===== src/rtss_pkg.sv =====
// Shared types and constants for the round-robin task scheduler.
// No dependencies; every other file in src imports this package.
`default_nettype none

package rtss_pkg;

    localparam int NUM_TASKS = 16;
    localparam int NUM_OBJS  = 8;
    localparam int TICK_BITS = 16;

    localparam int TID_W  = $clog2(NUM_TASKS + 1);
    localparam int RANK_W = $clog2(NUM_TASKS);
    localparam int CNT_W  = $clog2(NUM_TASKS + 1);
    localparam int OBJ_W  = $clog2(NUM_OBJS);
    localparam int IN_OBJ_W = 3;
    localparam int WT_W   = 16;
    localparam int CFG_W  = 64;
    localparam int CFG_IDX_W = 3;
    localparam int Q_DEPTH = 2;
    localparam int Q_PTR_W = $clog2(Q_DEPTH);

    localparam logic [TID_W-1:0]     IDLE_ID      = TID_W'(NUM_TASKS);
    localparam logic [TICK_BITS-1:0] TICK_FOREVER = {TICK_BITS{1'b1}};

    // op codes
    localparam logic [2:0] OP_START    = 3'd0;
    localparam logic [2:0] OP_TICK     = 3'd1;
    localparam logic [2:0] OP_SLEEP    = 3'd2;
    localparam logic [2:0] OP_SEM_WAIT = 3'd3;
    localparam logic [2:0] OP_SEM_POST = 3'd4;
    localparam logic [2:0] OP_LOCK     = 3'd5;
    localparam logic [2:0] OP_UNLOCK   = 3'd6;

    // status codes
    localparam logic [1:0] STAT_OK        = 2'd0;
    localparam logic [1:0] STAT_INVALID   = 2'd1;
    localparam logic [1:0] STAT_TIMEOUT   = 2'd2;
    localparam logic [1:0] STAT_NOT_OWNER = 2'd3;

    // config register indexes
    localparam logic [CFG_IDX_W-1:0] CFG_TASK_EN = 3'd0;
    localparam logic [CFG_IDX_W-1:0] CFG_OBJ_EN  = 3'd1;
    localparam logic [CFG_IDX_W-1:0] CFG_OBJ_SEM = 3'd2;
    localparam logic [CFG_IDX_W-1:0] CFG_SEM_INI = 3'd3;
    localparam logic [CFG_IDX_W-1:0] CFG_SEM_MAX = 3'd4;

    typedef enum logic [2:0] {
        CLS_START,
        CLS_TICK,
        CLS_SLEEP,
        CLS_SEM_WAIT,
        CLS_SEM_POST,
        CLS_LOCK,
        CLS_UNLOCK,
        CLS_BAD
    } cls_t;

    typedef enum logic [1:0] {
        PL_NONE,
        PL_READY,
        PL_SLEEP,
        PL_WAIT
    } place_t;

    typedef enum logic [2:0] {
        ST_IDLE,
        ST_EXEC,
        ST_START,
        ST_TSLEEP,
        ST_TWAIT,
        ST_DISPATCH,
        ST_DONE
    } state_t;

    // decoded item handed from front to back
    typedef struct packed {
        cls_t                 cls;
        logic [OBJ_W-1:0]     obj;
        logic [TICK_BITS-1:0] len;
        logic                 wt_pos;
        logic                 wt_zero;
    } item_t;

endpackage

`default_nettype wire


===== src/rtss_front.sv =====
// Front end: decodes an incoming request into an item_t for the back end.
// Depends on rtss_pkg.
`default_nettype none

module rtss_front
    import rtss_pkg::*;
(
    input  wire logic [2:0]          op,
    input  wire logic [IN_OBJ_W-1:0] obj_id,
    input  wire logic [WT_W-1:0]     wait_ticks,
    output item_t                    item
);

    localparam logic [32:0] LEN_LIM = 33'(TICK_FOREVER) - 33'd1;

    logic [32:0] mag;

    always_comb
    begin
        mag = 33'(wait_ticks[WT_W-2:0]);
        item.obj     = OBJ_W'(obj_id);
        item.wt_zero = (wait_ticks == '0);
        item.wt_pos  = !wait_ticks[WT_W-1] && (wait_ticks != '0);
        // negative waits forever; positive is clamped one below forever, a bound its width never reaches
        if (wait_ticks[WT_W-1])
        begin
            item.len = TICK_FOREVER;
        end
        else if (mag > LEN_LIM)
        begin
            item.len = TICK_BITS'(LEN_LIM);
        end
        else
        begin
            item.len = TICK_BITS'(mag);
        end
        unique case (op)
            OP_START:    item.cls = CLS_START;
            OP_TICK:     item.cls = CLS_TICK;
            OP_SLEEP:    item.cls = CLS_SLEEP;
            OP_SEM_WAIT: item.cls = CLS_SEM_WAIT;
            OP_SEM_POST: item.cls = CLS_SEM_POST;
            OP_LOCK:     item.cls = CLS_LOCK;
            OP_UNLOCK:   item.cls = CLS_UNLOCK;
            default:     item.cls = CLS_BAD;
        endcase
    end

endmodule

`default_nettype wire


===== src/rtss_queue.sv =====
// Short FIFO of decoded items between front and back end.
// Depends on rtss_pkg.
`default_nettype none

module rtss_queue
    import rtss_pkg::*;
(
    input  wire logic  clk,
    input  wire logic  rst_n,
    input  wire logic  wr_en,
    input  wire item_t wr_item,
    output logic       full,
    input  wire logic  rd_en,
    output item_t      rd_item,
    output logic       q_empty
);

    item_t              mem [Q_DEPTH];
    logic [Q_PTR_W-1:0] wptr_reg, wptr_next;
    logic [Q_PTR_W-1:0] rptr_reg, rptr_next;
    logic [Q_PTR_W:0]   cnt_reg, cnt_next;

    always_comb
    begin
        wptr_next = wptr_reg;
        rptr_next = rptr_reg;
        cnt_next  = cnt_reg;
        if (wr_en)
        begin
            wptr_next = wptr_reg + 1'b1;
        end
        if (rd_en)
        begin
            rptr_next = rptr_reg + 1'b1;
        end
        cnt_next = cnt_reg + (Q_PTR_W+1)'(wr_en) - (Q_PTR_W+1)'(rd_en);
    end

    always_ff @(posedge clk or negedge rst_n)
    begin
        if (!rst_n)
        begin
            wptr_reg <= '0;
            rptr_reg <= '0;
            cnt_reg  <= '0;
        end
        else
        begin
            wptr_reg <= wptr_next;
            rptr_reg <= rptr_next;
            cnt_reg  <= cnt_next;
        end
    end

    always_ff @(posedge clk)
    begin
        if (wr_en)
        begin
            mem[wptr_reg] <= wr_item;
        end
    end

    assign rd_item = mem[rptr_reg];
    assign full    = (cnt_reg == (Q_PTR_W+1)'(Q_DEPTH));
    assign q_empty = (cnt_reg == '0);

endmodule

`default_nettype wire


===== src/rtss_back.sv =====
// Back end: scheduler sequencer, per-task cell row, sync objects, result register.
// Depends on rtss_pkg.
`default_nettype none

module rtss_back
    import rtss_pkg::*;
(
    input  wire logic                 clk,
    input  wire logic                 rst_n,
    input  wire logic                 q_empty,
    input  wire item_t                q_item,
    output logic                      q_pop,
    input  wire logic                 cfg_we,
    input  wire logic [CFG_IDX_W-1:0] cfg_addr,
    input  wire logic [CFG_W-1:0]     cfg_wdata,
    input  wire logic                 pop,
    output logic                      empty,
    output logic [1:0]                status,
    output logic [TID_W-1:0]          running_task,
    output logic                      switched,
    output logic [1:0]                resumed_status,
    output logic                      resumed_valid
);

    // configuration
    logic [NUM_TASKS-1:0]  task_en_reg;
    logic [NUM_OBJS-1:0]   obj_en_reg;
    logic [NUM_OBJS-1:0]   obj_sem_reg;
    logic [CFG_W-1:0]      sem_ini_reg;
    logic [CFG_W-1:0]      sem_max_reg;

    // per-task cells; queue order kept as a rank within the queue
    place_t               place_reg [NUM_TASKS];
    place_t               place_next [NUM_TASKS];
    logic [RANK_W-1:0]    rank_reg [NUM_TASKS];
    logic [RANK_W-1:0]    rank_next [NUM_TASKS];
    logic [TICK_BITS-1:0] ticks_reg [NUM_TASKS];
    logic [TICK_BITS-1:0] ticks_next [NUM_TASKS];
    logic [OBJ_W-1:0]     wobj_reg [NUM_TASKS];
    logic [OBJ_W-1:0]     wobj_next [NUM_TASKS];
    logic                 tout_reg [NUM_TASKS];
    logic                 tout_next [NUM_TASKS];

    // queue lengths
    logic [CNT_W-1:0] ready_cnt_reg, ready_cnt_next;
    logic [CNT_W-1:0] sleep_cnt_reg, sleep_cnt_next;
    logic [CNT_W-1:0] wcnt_reg [NUM_OBJS];
    logic [CNT_W-1:0] wcnt_next [NUM_OBJS];

    // sync objects
    logic [7:0]       cnt_reg [NUM_OBJS];
    logic [7:0]       cnt_next [NUM_OBJS];
    logic [TID_W-1:0] owner_reg [NUM_OBJS];
    logic [TID_W-1:0] owner_next [NUM_OBJS];

    // sequencer
    state_t           state_reg, state_next;
    item_t            item_reg, item_next;
    logic [TID_W-1:0] run_reg, run_next;
    logic [TID_W-1:0] prev_reg, prev_next;
    logic [OBJ_W-1:0] cur_obj_reg, cur_obj_next;
    logic [CNT_W-1:0] idx_reg, idx_next;
    logic [1:0]       stat_reg, stat_next;
    logic             rv_reg, rv_next;
    logic [1:0]       rs_reg, rs_next;

    // result register
    logic             out_valid_reg, out_valid_next;
    logic [1:0]       out_stat_reg, out_stat_next;
    logic [TID_W-1:0] out_run_reg, out_run_next;
    logic             out_sw_reg, out_sw_next;
    logic [1:0]       out_rs_reg, out_rs_next;
    logic             out_rv_reg, out_rv_next;

    // cell commands
    place_t               s_place;
    logic [RANK_W-1:0]    s_rank;
    logic                 rm_en;
    logic                 ins_en;
    logic                 ins_head;
    place_t               ins_place;
    logic [TID_W-1:0]     ins_id;
    logic [CNT_W-1:0]     ins_cnt;
    logic                 tk_wr;
    logic [TID_W-1:0]     tk_id;
    logic [TICK_BITS-1:0] tk_val;
    logic                 tout_set;
    logic                 tout_clr;
    logic [TID_W-1:0]     tout_clr_id;
    logic                 clr_all;

    // lookup of (queue, rank)
    logic                 found_hit;
    logic [TID_W-1:0]     found_id;
    logic [TICK_BITS-1:0] found_ticks;
    logic                 found_tout;
    logic [TICK_BITS-1:0] dec_ticks;

    logic cur_is_sem;
    logic want_sem;

    always_comb
    begin
        found_hit   = 1'b0;
        found_id    = '0;
        found_ticks = '0;
        found_tout  = 1'b0;
        for (int i = 0; i < NUM_TASKS; i++)
        begin
            if (s_place != PL_NONE && place_reg[i] == s_place
                && (s_place != PL_WAIT || wobj_reg[i] == cur_obj_reg)
                && rank_reg[i] == s_rank)
            begin
                found_hit   = 1'b1;
                found_id    = found_id | TID_W'(i);
                found_ticks = found_ticks | ticks_reg[i];
                found_tout  = found_tout | tout_reg[i];
            end
        end
        dec_ticks = found_ticks - TICK_BITS'(1);
    end

    always_comb
    begin
        unique case (ins_place)
            PL_READY: ins_cnt = ready_cnt_reg;
            PL_SLEEP: ins_cnt = sleep_cnt_reg;
            PL_WAIT:  ins_cnt = wcnt_reg[cur_obj_reg];
            default:  ins_cnt = '0;
        endcase
    end

    // sequencer
    always_comb
    begin
        state_next   = state_reg;
        item_next    = item_reg;
        run_next     = run_reg;
        prev_next    = prev_reg;
        cur_obj_next = cur_obj_reg;
        idx_next     = idx_reg;
        stat_next    = stat_reg;
        rv_next      = rv_reg;
        rs_next      = rs_reg;
        q_pop        = 1'b0;
        s_place      = PL_NONE;
        s_rank       = '0;
        rm_en        = 1'b0;
        ins_en       = 1'b0;
        ins_head     = 1'b0;
        ins_place    = PL_READY;
        ins_id       = run_reg;
        tk_wr        = 1'b0;
        tk_id        = run_reg;
        tk_val       = item_reg.len;
        tout_set     = 1'b0;
        tout_clr     = 1'b0;
        tout_clr_id  = run_reg;
        clr_all      = 1'b0;
        cur_is_sem   = obj_sem_reg[cur_obj_reg];
        want_sem     = (item_reg.cls == CLS_SEM_WAIT) || (item_reg.cls == CLS_SEM_POST);
        for (int k = 0; k < NUM_OBJS; k++)
        begin
            cnt_next[k]   = cnt_reg[k];
            owner_next[k] = owner_reg[k];
        end
        out_valid_next = out_valid_reg && !pop;
        out_stat_next  = out_stat_reg;
        out_run_next   = out_run_reg;
        out_sw_next    = out_sw_reg;
        out_rs_next    = out_rs_reg;
        out_rv_next    = out_rv_reg;

        unique case (state_reg)
            ST_IDLE:
            begin
                if (!q_empty && !out_valid_reg)
                begin
                    q_pop        = 1'b1;
                    item_next    = q_item;
                    prev_next    = run_reg;
                    cur_obj_next = q_item.obj;
                    stat_next    = STAT_OK;
                    rv_next      = 1'b0;
                    rs_next      = STAT_OK;
                    state_next   = ST_EXEC;
                end
            end
            ST_EXEC:
            begin
                s_place = PL_WAIT;
                s_rank  = '0;
                state_next = ST_DONE;
                if (item_reg.cls == CLS_START)
                begin
                    clr_all  = 1'b1;
                    run_next = '0;
                    for (int k = 0; k < NUM_OBJS; k++)
                    begin
                        cnt_next[k]   = obj_sem_reg[k] ? sem_ini_reg[k*8 +: 8] : 8'd1;
                        owner_next[k] = IDLE_ID;
                    end
                    idx_next   = CNT_W'(1);
                    state_next = ST_START;
                end
                else if (item_reg.cls == CLS_TICK)
                begin
                    ins_en     = (run_reg != IDLE_ID);
                    idx_next   = sleep_cnt_reg;
                    state_next = ST_TSLEEP;
                end
                else if (item_reg.cls == CLS_BAD || run_reg == IDLE_ID)
                begin
                    stat_next = STAT_INVALID;
                end
                else if (item_reg.cls == CLS_SLEEP)
                begin
                    if (item_reg.wt_pos)
                    begin
                        tk_wr      = 1'b1;
                        ins_en     = 1'b1;
                        ins_place  = PL_SLEEP;
                        state_next = ST_DISPATCH;
                    end
                end
                else if (!obj_en_reg[cur_obj_reg] || cur_is_sem != want_sem)
                begin
                    stat_next = STAT_INVALID;
                end
                else if (item_reg.cls == CLS_SEM_WAIT || item_reg.cls == CLS_LOCK)
                begin
                    if (cnt_reg[cur_obj_reg] != '0)
                    begin
                        cnt_next[cur_obj_reg] = cnt_reg[cur_obj_reg] - 8'd1;
                        if (item_reg.cls == CLS_LOCK)
                        begin
                            owner_next[cur_obj_reg] = run_reg;
                        end
                    end
                    else if (item_reg.wt_zero)
                    begin
                        stat_next = STAT_TIMEOUT;
                    end
                    else
                    begin
                        // caller blocks on the object, next ready task runs
                        tk_wr      = 1'b1;
                        tout_clr   = 1'b1;
                        ins_en     = 1'b1;
                        ins_place  = PL_WAIT;
                        state_next = ST_DISPATCH;
                    end
                end
                else if (item_reg.cls == CLS_UNLOCK && owner_reg[cur_obj_reg] != run_reg)
                begin
                    stat_next = STAT_NOT_OWNER;
                end
                else if (wcnt_reg[cur_obj_reg] == '0)
                begin
                    if (item_reg.cls == CLS_SEM_POST)
                    begin
                        if (cnt_reg[cur_obj_reg] < sem_max_reg[cur_obj_reg*8 +: 8])
                        begin
                            cnt_next[cur_obj_reg] = cnt_reg[cur_obj_reg] + 8'd1;
                        end
                    end
                    else if (cnt_reg[cur_obj_reg] < 8'd1)
                    begin
                        cnt_next[cur_obj_reg] = cnt_reg[cur_obj_reg] + 8'd1;
                    end
                end
                else
                begin
                    // hand over: poster to ready tail, first waiter runs
                    ins_en      = 1'b1;
                    rm_en       = 1'b1;
                    run_next    = found_id;
                    tout_clr    = 1'b1;
                    tout_clr_id = found_id;
                    rv_next     = 1'b1;
                    rs_next     = STAT_OK;
                    if (item_reg.cls == CLS_UNLOCK)
                    begin
                        owner_next[cur_obj_reg] = found_id;
                    end
                end
            end
            ST_START:
            begin
                if (idx_reg == CNT_W'(NUM_TASKS))
                begin
                    state_next = ST_DONE;
                end
                else
                begin
                    ins_en   = task_en_reg[idx_reg[RANK_W-1:0]];
                    ins_id   = TID_W'(idx_reg);
                    idx_next = idx_reg + CNT_W'(1);
                end
            end
            ST_TSLEEP:
            begin
                // tail to head; removals never disturb lower ranks
                s_place = PL_SLEEP;
                s_rank  = RANK_W'(idx_reg - CNT_W'(1));
                if (idx_reg == '0)
                begin
                    cur_obj_next = '0;
                    state_next   = ST_TWAIT;
                end
                else
                begin
                    tk_wr    = 1'b1;
                    tk_id    = found_id;
                    tk_val   = dec_ticks;
                    idx_next = idx_reg - CNT_W'(1);
                    if (dec_ticks == '0)
                    begin
                        rm_en    = 1'b1;
                        ins_en   = 1'b1;
                        ins_head = 1'b1;
                        ins_id   = found_id;
                    end
                end
            end
            ST_TWAIT:
            begin
                s_place = PL_WAIT;
                s_rank  = idx_reg[RANK_W-1:0];
                if (idx_reg >= wcnt_reg[cur_obj_reg])
                begin
                    idx_next = '0;
                    if (cur_obj_reg == OBJ_W'(NUM_OBJS - 1))
                    begin
                        state_next = ST_DISPATCH;
                    end
                    else
                    begin
                        cur_obj_next = cur_obj_reg + OBJ_W'(1);
                    end
                end
                else if (found_ticks != TICK_FOREVER)
                begin
                    tk_wr  = 1'b1;
                    tk_id  = found_id;
                    tk_val = dec_ticks;
                    if (dec_ticks == '0)
                    begin
                        // timed out: later waiters slide down to this rank
                        rm_en    = 1'b1;
                        tout_set = 1'b1;
                        ins_en   = 1'b1;
                        ins_id   = found_id;
                    end
                    else
                    begin
                        idx_next = idx_reg + CNT_W'(1);
                    end
                end
                else
                begin
                    idx_next = idx_reg + CNT_W'(1);
                end
            end
            ST_DISPATCH:
            begin
                s_place    = PL_READY;
                s_rank     = '0;
                state_next = ST_DONE;
                if (ready_cnt_reg == '0)
                begin
                    run_next = IDLE_ID;
                end
                else
                begin
                    rm_en    = 1'b1;
                    run_next = found_id;
                    if (found_tout)
                    begin
                        rv_next     = 1'b1;
                        rs_next     = STAT_TIMEOUT;
                        tout_clr    = 1'b1;
                        tout_clr_id = found_id;
                    end
                end
            end
            ST_DONE:
            begin
                out_valid_next = 1'b1;
                out_stat_next  = stat_reg;
                out_run_next   = run_reg;
                out_sw_next    = (run_reg != prev_reg);
                out_rs_next    = rs_reg;
                out_rv_next    = rv_reg;
                state_next     = ST_IDLE;
            end
            default:
            begin
                state_next = ST_IDLE;
            end
        endcase
    end

    // cell row and queue lengths
    always_comb
    begin
        for (int i = 0; i < NUM_TASKS; i++)
        begin
            place_next[i] = place_reg[i];
            rank_next[i]  = rank_reg[i];
            ticks_next[i] = ticks_reg[i];
            wobj_next[i]  = wobj_reg[i];
            tout_next[i]  = tout_reg[i];
            if (rm_en && place_reg[i] == s_place
                && (s_place != PL_WAIT || wobj_reg[i] == cur_obj_reg)
                && rank_reg[i] > s_rank)
            begin
                rank_next[i] = rank_reg[i] - RANK_W'(1);
            end
            if (ins_en && ins_head && place_reg[i] == ins_place
                && (ins_place != PL_WAIT || wobj_reg[i] == cur_obj_reg))
            begin
                rank_next[i] = rank_reg[i] + RANK_W'(1);
            end
            if (rm_en && found_id == TID_W'(i))
            begin
                place_next[i] = PL_NONE;
            end
            if (ins_en && ins_id == TID_W'(i))
            begin
                place_next[i] = ins_place;
                rank_next[i]  = ins_head ? '0 : ins_cnt[RANK_W-1:0];
                if (ins_place == PL_WAIT)
                begin
                    wobj_next[i] = cur_obj_reg;
                end
            end
            if (tk_wr && tk_id == TID_W'(i))
            begin
                ticks_next[i] = tk_val;
            end
            if (tout_set && found_id == TID_W'(i))
            begin
                tout_next[i] = 1'b1;
            end
            if (tout_clr && tout_clr_id == TID_W'(i))
            begin
                tout_next[i] = 1'b0;
            end
            if (clr_all)
            begin
                place_next[i] = PL_NONE;
                tout_next[i]  = 1'b0;
            end
        end

        ready_cnt_next = ready_cnt_reg
                         + CNT_W'(ins_en && ins_place == PL_READY)
                         - CNT_W'(rm_en && s_place == PL_READY);
        sleep_cnt_next = sleep_cnt_reg
                         + CNT_W'(ins_en && ins_place == PL_SLEEP)
                         - CNT_W'(rm_en && s_place == PL_SLEEP);
        for (int k = 0; k < NUM_OBJS; k++)
        begin
            wcnt_next[k] = wcnt_reg[k];
        end
        wcnt_next[cur_obj_reg] = wcnt_reg[cur_obj_reg]
                                 + CNT_W'(ins_en && ins_place == PL_WAIT)
                                 - CNT_W'(rm_en && s_place == PL_WAIT);
        if (clr_all)
        begin
            ready_cnt_next = '0;
            sleep_cnt_next = '0;
            for (int k = 0; k < NUM_OBJS; k++)
            begin
                wcnt_next[k] = '0;
            end
        end
    end

    always_ff @(posedge clk or negedge rst_n)
    begin
        if (!rst_n)
        begin
            task_en_reg   <= NUM_TASKS'(1);
            obj_en_reg    <= '0;
            obj_sem_reg   <= '0;
            sem_ini_reg   <= '0;
            sem_max_reg   <= '0;
            for (int i = 0; i < NUM_TASKS; i++)
            begin
                place_reg[i] <= PL_NONE;
                rank_reg[i]  <= '0;
                ticks_reg[i] <= '0;
                wobj_reg[i]  <= '0;
                tout_reg[i]  <= 1'b0;
            end
            for (int k = 0; k < NUM_OBJS; k++)
            begin
                wcnt_reg[k]  <= '0;
                cnt_reg[k]   <= '0;
                owner_reg[k] <= '0;
            end
            ready_cnt_reg <= '0;
            sleep_cnt_reg <= '0;
            state_reg     <= ST_IDLE;
            run_reg       <= '0;
            prev_reg      <= '0;
            cur_obj_reg   <= '0;
            idx_reg       <= '0;
            stat_reg      <= STAT_OK;
            rv_reg        <= 1'b0;
            rs_reg        <= STAT_OK;
            out_valid_reg <= 1'b0;
        end
        else
        begin
            if (cfg_we)
            begin
                unique case (cfg_addr)
                    CFG_TASK_EN: task_en_reg <= cfg_wdata[NUM_TASKS-1:0];
                    CFG_OBJ_EN:  obj_en_reg  <= cfg_wdata[NUM_OBJS-1:0];
                    CFG_OBJ_SEM: obj_sem_reg <= cfg_wdata[NUM_OBJS-1:0];
                    CFG_SEM_INI: sem_ini_reg <= cfg_wdata;
                    CFG_SEM_MAX: sem_max_reg <= cfg_wdata;
                    default:     ;
                endcase
            end
            for (int i = 0; i < NUM_TASKS; i++)
            begin
                place_reg[i] <= place_next[i];
                rank_reg[i]  <= rank_next[i];
                ticks_reg[i] <= ticks_next[i];
                wobj_reg[i]  <= wobj_next[i];
                tout_reg[i]  <= tout_next[i];
            end
            for (int k = 0; k < NUM_OBJS; k++)
            begin
                wcnt_reg[k]  <= wcnt_next[k];
                cnt_reg[k]   <= cnt_next[k];
                owner_reg[k] <= owner_next[k];
            end
            ready_cnt_reg <= ready_cnt_next;
            sleep_cnt_reg <= sleep_cnt_next;
            state_reg     <= state_next;
            run_reg       <= run_next;
            prev_reg      <= prev_next;
            cur_obj_reg   <= cur_obj_next;
            idx_reg       <= idx_next;
            stat_reg      <= stat_next;
            rv_reg        <= rv_next;
            rs_reg        <= rs_next;
            out_valid_reg <= out_valid_next;
        end
    end

    always_ff @(posedge clk)
    begin
        item_reg     <= item_next;
        out_stat_reg <= out_stat_next;
        out_run_reg  <= out_run_next;
        out_sw_reg   <= out_sw_next;
        out_rs_reg   <= out_rs_next;
        out_rv_reg   <= out_rv_next;
    end

    assign empty          = !out_valid_reg;
    assign status         = out_stat_reg;
    assign running_task   = out_run_reg;
    assign switched       = out_sw_reg;
    assign resumed_status = out_rs_reg;
    assign resumed_valid  = out_rv_reg;

    a_ready_bound: assert property (@(posedge clk) disable iff (!rst_n)
        ready_cnt_reg <= CNT_W'(NUM_TASKS))
        else $error("ready queue length out of range");

    a_dispatch_hit: assert property (@(posedge clk) disable iff (!rst_n)
        (state_reg == ST_DISPATCH && ready_cnt_reg != '0) |-> found_hit)
        else $error("ready head missing");

    a_sleep_hit: assert property (@(posedge clk) disable iff (!rst_n)
        (state_reg == ST_TSLEEP && idx_reg != '0) |-> found_hit)
        else $error("sleeper rank missing");

    a_done_free: assert property (@(posedge clk) disable iff (!rst_n)
        (state_reg == ST_DONE) |-> !out_valid_reg)
        else $error("result register overwritten");

endmodule

`default_nettype wire


===== src/rtos_task_scheduler_with_sync.sv =====
// Top level of the round-robin task scheduler with semaphores and mutexes.
// Depends on rtss_pkg, rtss_front, rtss_queue and rtss_back.
`default_nettype none

// Hardware kernel scheduler. Requests (start, tick, sleep, semaphore wait/post,
// mutex lock/unlock) are pushed in, decoded by the front end into a two-entry
// queue, and executed one at a time by the back-end sequencer, which owns a row
// of per-task cells (queue membership, rank in queue, tick count, timeout flag)
// and the sync object counters. Each request gives exactly one result,
// presented on the output side until popped; a new request is accepted into
// the queue while a result waits. The back-end sequencer touches one queued
// task per cycle: a plain operation passes through execute and done, with a
// dispatch state between them when another task is dispatched from the ready
// queue; start walks every task slot; a tick walks the sleep list, then the
// waiters of each object, then dispatches. Configuration writes take effect
// at once and must only be issued while the block is idle.
module rtos_task_scheduler_with_sync
    import rtss_pkg::*;
(
    input  wire logic                 clk,
    input  wire logic                 rst_n,
    // request side
    input  wire logic                 push,
    output logic                      full,
    input  wire logic [2:0]           op,
    input  wire logic [IN_OBJ_W-1:0]  obj_id,
    input  wire logic [WT_W-1:0]      wait_ticks,
    // result side
    output logic                      empty,
    input  wire logic                 pop,
    output logic [1:0]                status,
    output logic [TID_W-1:0]          running_task,
    output logic                      switched,
    output logic [1:0]                resumed_status,
    output logic                      resumed_valid,
    // configuration
    input  wire logic                 cfg_we,
    input  wire logic [CFG_IDX_W-1:0] cfg_addr,
    input  wire logic [CFG_W-1:0]     cfg_wdata
);

    item_t dec_item;
    item_t q_item;
    logic  q_empty;
    logic  q_pop;
    logic  q_full;

    rtss_front u_front (
        .op         (op),
        .obj_id     (obj_id),
        .wait_ticks (wait_ticks),
        .item       (dec_item)
    );

    // a transfer in happens on push while the queue has room
    rtss_queue u_queue (
        .clk     (clk),
        .rst_n   (rst_n),
        .wr_en   (push && !q_full),
        .wr_item (dec_item),
        .full    (q_full),
        .rd_en   (q_pop),
        .rd_item (q_item),
        .q_empty (q_empty)
    );

    assign full = q_full;

    rtss_back u_back (
        .clk            (clk),
        .rst_n          (rst_n),
        .q_empty        (q_empty),
        .q_item         (q_item),
        .q_pop          (q_pop),
        .cfg_we         (cfg_we),
        .cfg_addr       (cfg_addr),
        .cfg_wdata      (cfg_wdata),
        .pop            (pop),
        .empty          (empty),
        .status         (status),
        .running_task   (running_task),
        .switched       (switched),
        .resumed_status (resumed_status),
        .resumed_valid  (resumed_valid)
    );

endmodule

`default_nettype wire


===== config.mk =====
export PLATFORM = sky130hd
export DESIGN_NAME = rtos_task_scheduler_with_sync
export DESIGN_NICKNAME = d
export VERILOG_FILES = /design/src/rtss_pkg.sv /design/src/rtss_front.sv /design/src/rtss_queue.sv /design/src/rtss_back.sv /design/src/rtos_task_scheduler_with_sync.sv
export SDC_FILE = /design/constraint.sdc
export NUM_CORES = 2
export LEC_CHECK = 0
export ABC_CLOCK_PERIOD_IN_PS = 9800
export BUFFER_PORTS_ARGS = -buffer_cell sky130_fd_sc_hd__buf_2
export CORE_MARGIN = 2
export CORE_UTILIZATION = 55
export CTS_BUF_LIST = sky130_fd_sc_hd__clkbuf_4
export CTS_CLUSTER_SIZE = 30
export DETAILED_ROUTE_END_ITERATION = 6
export HOLD_SLACK_MARGIN = 0.1
export PLACE_DENSITY = 0.81
export SYNTH_ARGS = -nofsm -noshare
export SYNTH_HDL_FRONTEND = slang
export SYNTH_HIERARCHICAL = 1
export SYNTH_SLANG_ARGS = --single-unit

===== constraint.sdc =====
create_clock -name clk -period 9.8 [get_ports clk]
set_input_delay 0.98 -clock clk [delete_from_list [all_inputs] [get_ports clk]]
set_output_delay 0.98 -clock clk [all_outputs]
set_load 0.1 [all_outputs]

==> impl.org <==
** Run status
- The run finished with clean final reports.

** Routing
- In this run the remaining antenna-violating nets after routing total 0.
- Wire length reported by the detailed router :: 143,000 um
- Number of DRC violations after detailed routing :: 0
- The routed layout has 38,255 vias.
- In the final routed layout, each cell accounts on average for 24.6 um.
- Number of search-and-repair iterations in the first detailed-routing pass :: 7
- Mean number of vias per cell :: 6.60
- Iter 0 DRT Violations :: 4,792

** Power
- Part of the total power dissipated in sequential elements :: 0.306
- Part of the power in combinational logic :: 0.521
- Cell internal power was estimated by the tool at 0.00920 W.
- The share of total power dissipated in the clock network is 0.173.
- Net switching component of the power :: 0.00864 W
- Net switching share of the total power :: 0.484
- The analysis attributes to cell leakage a power of 22.7 nW.
- Dividing total power by cell area gives a power density of 351 mW/mm2.
- The worst-case IR drop observed on VDD is 0.269 mV.

** Timing
- Setup repair after global routing left no endpoint under its margin.
- After routing, the total negative slack on setup checks comes to 0 ps.
- Final slew viol count :: 0
- Final worst path period share :: 0.915
- Based on the critical path, the design can be clocked at up to 112 MHz.
- For the pin with the worst max-slew slack, the measured transition is 1290 ps.
- Clock skew on the completed layout was measured at 80.4 ps.
- Min Clock Period, post-route :: 8960 ps
- In the post-route analysis, the smallest setup slack over all paths is 836 ps.
- Hold is met by 179 ps.
- Hold violation count in the final report :: 0
- Setup violations remaining at the end of the flow were counted as 0.
- In this run the tightest slew margin relative to its limit is 0.136.

** Worst setup path
- Reg-to-reg endpoint :: u_back/wcnt_reg[29]
- Of all nets on the critical path, the largest fanout is 19.
- Data required, critical path :: 10,780 ps
- STA classifies the critical path startpoint as a register.
- The most critical setup path has its startpoint at u_back/state_reg[1].
- Worst r2r path cells :: 35
- Max incr delay on CP :: 680 ps
- The slowest stage of the critical path belongs to the cell or4_1.
- The worst setup path is of the reg -> reg kind.
- The critical path ends at u_back/wcnt_reg[29].
- Critical path arrival :: 9940 ps
- Critical register-to-register path startpoint :: u_back/state_reg[1]
- Worst reg2reg setup slack :: 840 ps
- Critical path endpoint category :: register

** Synth
- Syn Std Cell Area :: 0.0460 mm2
- Sequential cell area fraction in the yosys report :: 0.465
- Share of synthesized area spent on multiplexers :: 0.123
- Distinct cells, synth :: 113
- Synth top area cells :: dfrtp_1 41%, mux2_2 7.6%, edfxtp_1 5.2%
- In the synthesized netlist the dominant register cell turns out to be dfrtp_1.
- Of the total synthesized cell area, the portion taken by full adders, half adders and majority gates is 0.0455.
- Area share of xor/xnor cells in the synthesized design :: 0.0331
- The compound-gate portion of the synthesized area is 0.166.
- Post-synthesis share of cell area spent on and, or, nand and nor gates :: 0.129
- Main combinational cell family by area after synthesis :: compound AO/OA/AOI/OAI gates
- Summed over all instances, the cell type with the most area after synthesis is dfrtp_1.
- Post-synth top cells :: 759 x dfrtp_1, 365 x nand2_1, 310 x mux2_2
- Yosys warning count :: 6
- Mean cell area of the mapped netlist :: 10.6 um2
- The share of synthesized area in the top cell type comes to 0.413.
- Mapped Cells :: 4,347
- After synthesis, the share of flip-flops with an asynchronous set or reset is 0.906.
- Net count of the mapped netlist :: 4,597
- Number of enable-type register cells in the synthesized netlist :: 79
- Synthesis inferred 839 register bits.
- Most common cell in the synthesized netlist :: dfrtp_1

** Global routing
- The via count of the first global-routing pass was 37,425.
- Global routing usage summed across all routing layers :: 0.330
- Entering global routing, the biggest net connects 187 pins.
- The number of antenna violations at the first check in global routing is 6.
- The first global-routing pass estimated 219,000 um of wire.
- Total congestion overflow after global routing :: 0

** Place
- Detailed placement ended at an HPWL of 95,900 um.
- Final estimated routing congestion in global placement :: 0.986
- Total instance count after detailed placement :: 5,352
- Pre-CTS WS :: 1180 ps
- I/O Buffers :: 105

** Clock network
- Inserted Clock Buffers :: 215
- After clock tree synthesis, the clock-pin slew on the worst setup and hold paths is 80 ps.
- Number of gates given a new drive strength after cts :: 0
- Buffers inserted to repair hold after CTS numbered 47.
- Clock Root Buffer :: clkbuf_4
- The clock drives 839 sinks.
- Buffers inserted by post-CTS timing repair :: 0
- Clock latency on the worst-skew pair, taken at its later pin, is 1120 ps.
- Largest buffer count on any clock path :: 3
- CTS tree :: built
- Clock H-tree levels :: 4

** Finish
- From synthesis to final layout, the design area changed by 10.5%.
- Max reg flops :: 256
- Core occupancy in the finished layout :: 0.610
- Post-route insts no fill :: 5,792
- Fraction of final layout cells sized beyond drive strength 1 :: 0.218
- The final layout contains 4,786 nets.

** Die
- The die covers 0.0860 mm2.
- IO Pins :: 107
- Effective utilization at floorplan :: 0.552
- The die is 293 um tall.
- Row generation in the floorplan step produced 106 rows.
- Floorplan die width :: 293 um
- Placeable core area :: 0.0833 mm2

** Flow run
- Max-cap violations in this run came to 0.

** Worst hold path
- Kind of path behind the tightest hold check :: in -> reg
-- power by group through the flow --
stage	clock network [W]	logic [W]	registers [W]
6_report	0.00308	0.00929	0.00547
2_1_floorplan	0	0.00630	0.00509
3_5_place_dp	0	0.00888	0.00547
5_1_grt	0.00332	0.00991	0.00556
3_3_place_gp	0	0.00869	0.00544
4_1_cts	0.00311	0.00895	0.00542
-- worst min-delay path by stage --
stage | slack [ps] | from | endpoint | depth (start not counted)
after global placement | 460 | u_back/owner_reg[33] | u_back/owner_reg[33] | 2
after CTS | 100 | cfg_wdata[47] | u_back/sem_ini_reg[47] | 2
final | 180 | cfg_wdata[47] | u_back/sem_ini_reg[47] | 2
after floorplan | 420 | u_back/stat_reg[1] | u_back/status[1] | 0
after global routing | 130 | cfg_wdata[40] | u_back/sem_ini_reg[40] | 2
after detailed placement | 460 | u_back/stat_reg[0] | u_back/status[0] | 0
-- worst max-delay path, delay by kind of cell, from the launching register on --
kind | cells | cell delay, ps
compound gates | 8 | 2270
xor+xnor | 2 | 630
fa+ha+maj | 4 | 1120
buf+inv | 8 | 1390
flops | 1 | 530
simple gates | 13 | 2880
-- through the flow --
step / power [W] / area (um2)
final: 0.0178 / 50800
after global routing: 0.0188 / 50800
after CTS: 0.0175 / 50800
after detailed placement: 0.0144 / 47600
after global placement: 0.0141 / 47600
after floorplan: 0.0114 / 46000
-- cell type report --
class / instances / area (um2)
well taps: 1080 / 1350
clock inverters: 60 / 352
repair buffers: 267 / 1910
flip-flops and latches: 839 / 21400
clock buffers: 326 / 2450
fillers: 6629 / 32400
diodes: 7 / 17.5
inverters: 118 / 443
multi-input cells: 3095 / 22900
-- placed cells by master (no fill, tap or decap), types with 46 or more instances in the layout --
cell	Yosys	layout
o2111ai_1	52	52
nand2_1	365	365
clkbuf_4	0	326
mux2_2	310	310
dlygate4sd3_1	0	47
nor2b_1	48	47
dfrtp_1	759	754
xor2_1	89	89
nor3_1	63	59
edfxtp_1	79	79
buf_2	32	104
nand4_1	46	46
a22o_1	83	83
xnor2_1	79	79
o21ai_0	293	290
buf_4	18	112
a21oi_1	250	246
nand3_1	77	77
inv_1	115	115
a22oi_1	90	90
nor2_1	247	246
ha_1	137	137
a221oi_1	46	46
mux2i_1	149	146
-- per-layer routing --
metal	track usage	wire (um)	vias up	part of all wire
li1	-	-	16526	-
met4	0.159	6990	6	0.049
met5	0	40	-	0.00028
met2	0.494	63100	2388	0.44
met1	0.442	56200	18839	0.39
met3	0.0942	16200	496	0.11
-- kinds of logic after synthesis --
family / Yosys count
buf+inv: 413
other cells: 1
simple gates: 1138
mux: 501
xor+xnor: 170
fa+ha+maj: 156
compound gates: 1129
flops: 839
Note: power is estimated with default switching activity, not from simulation.
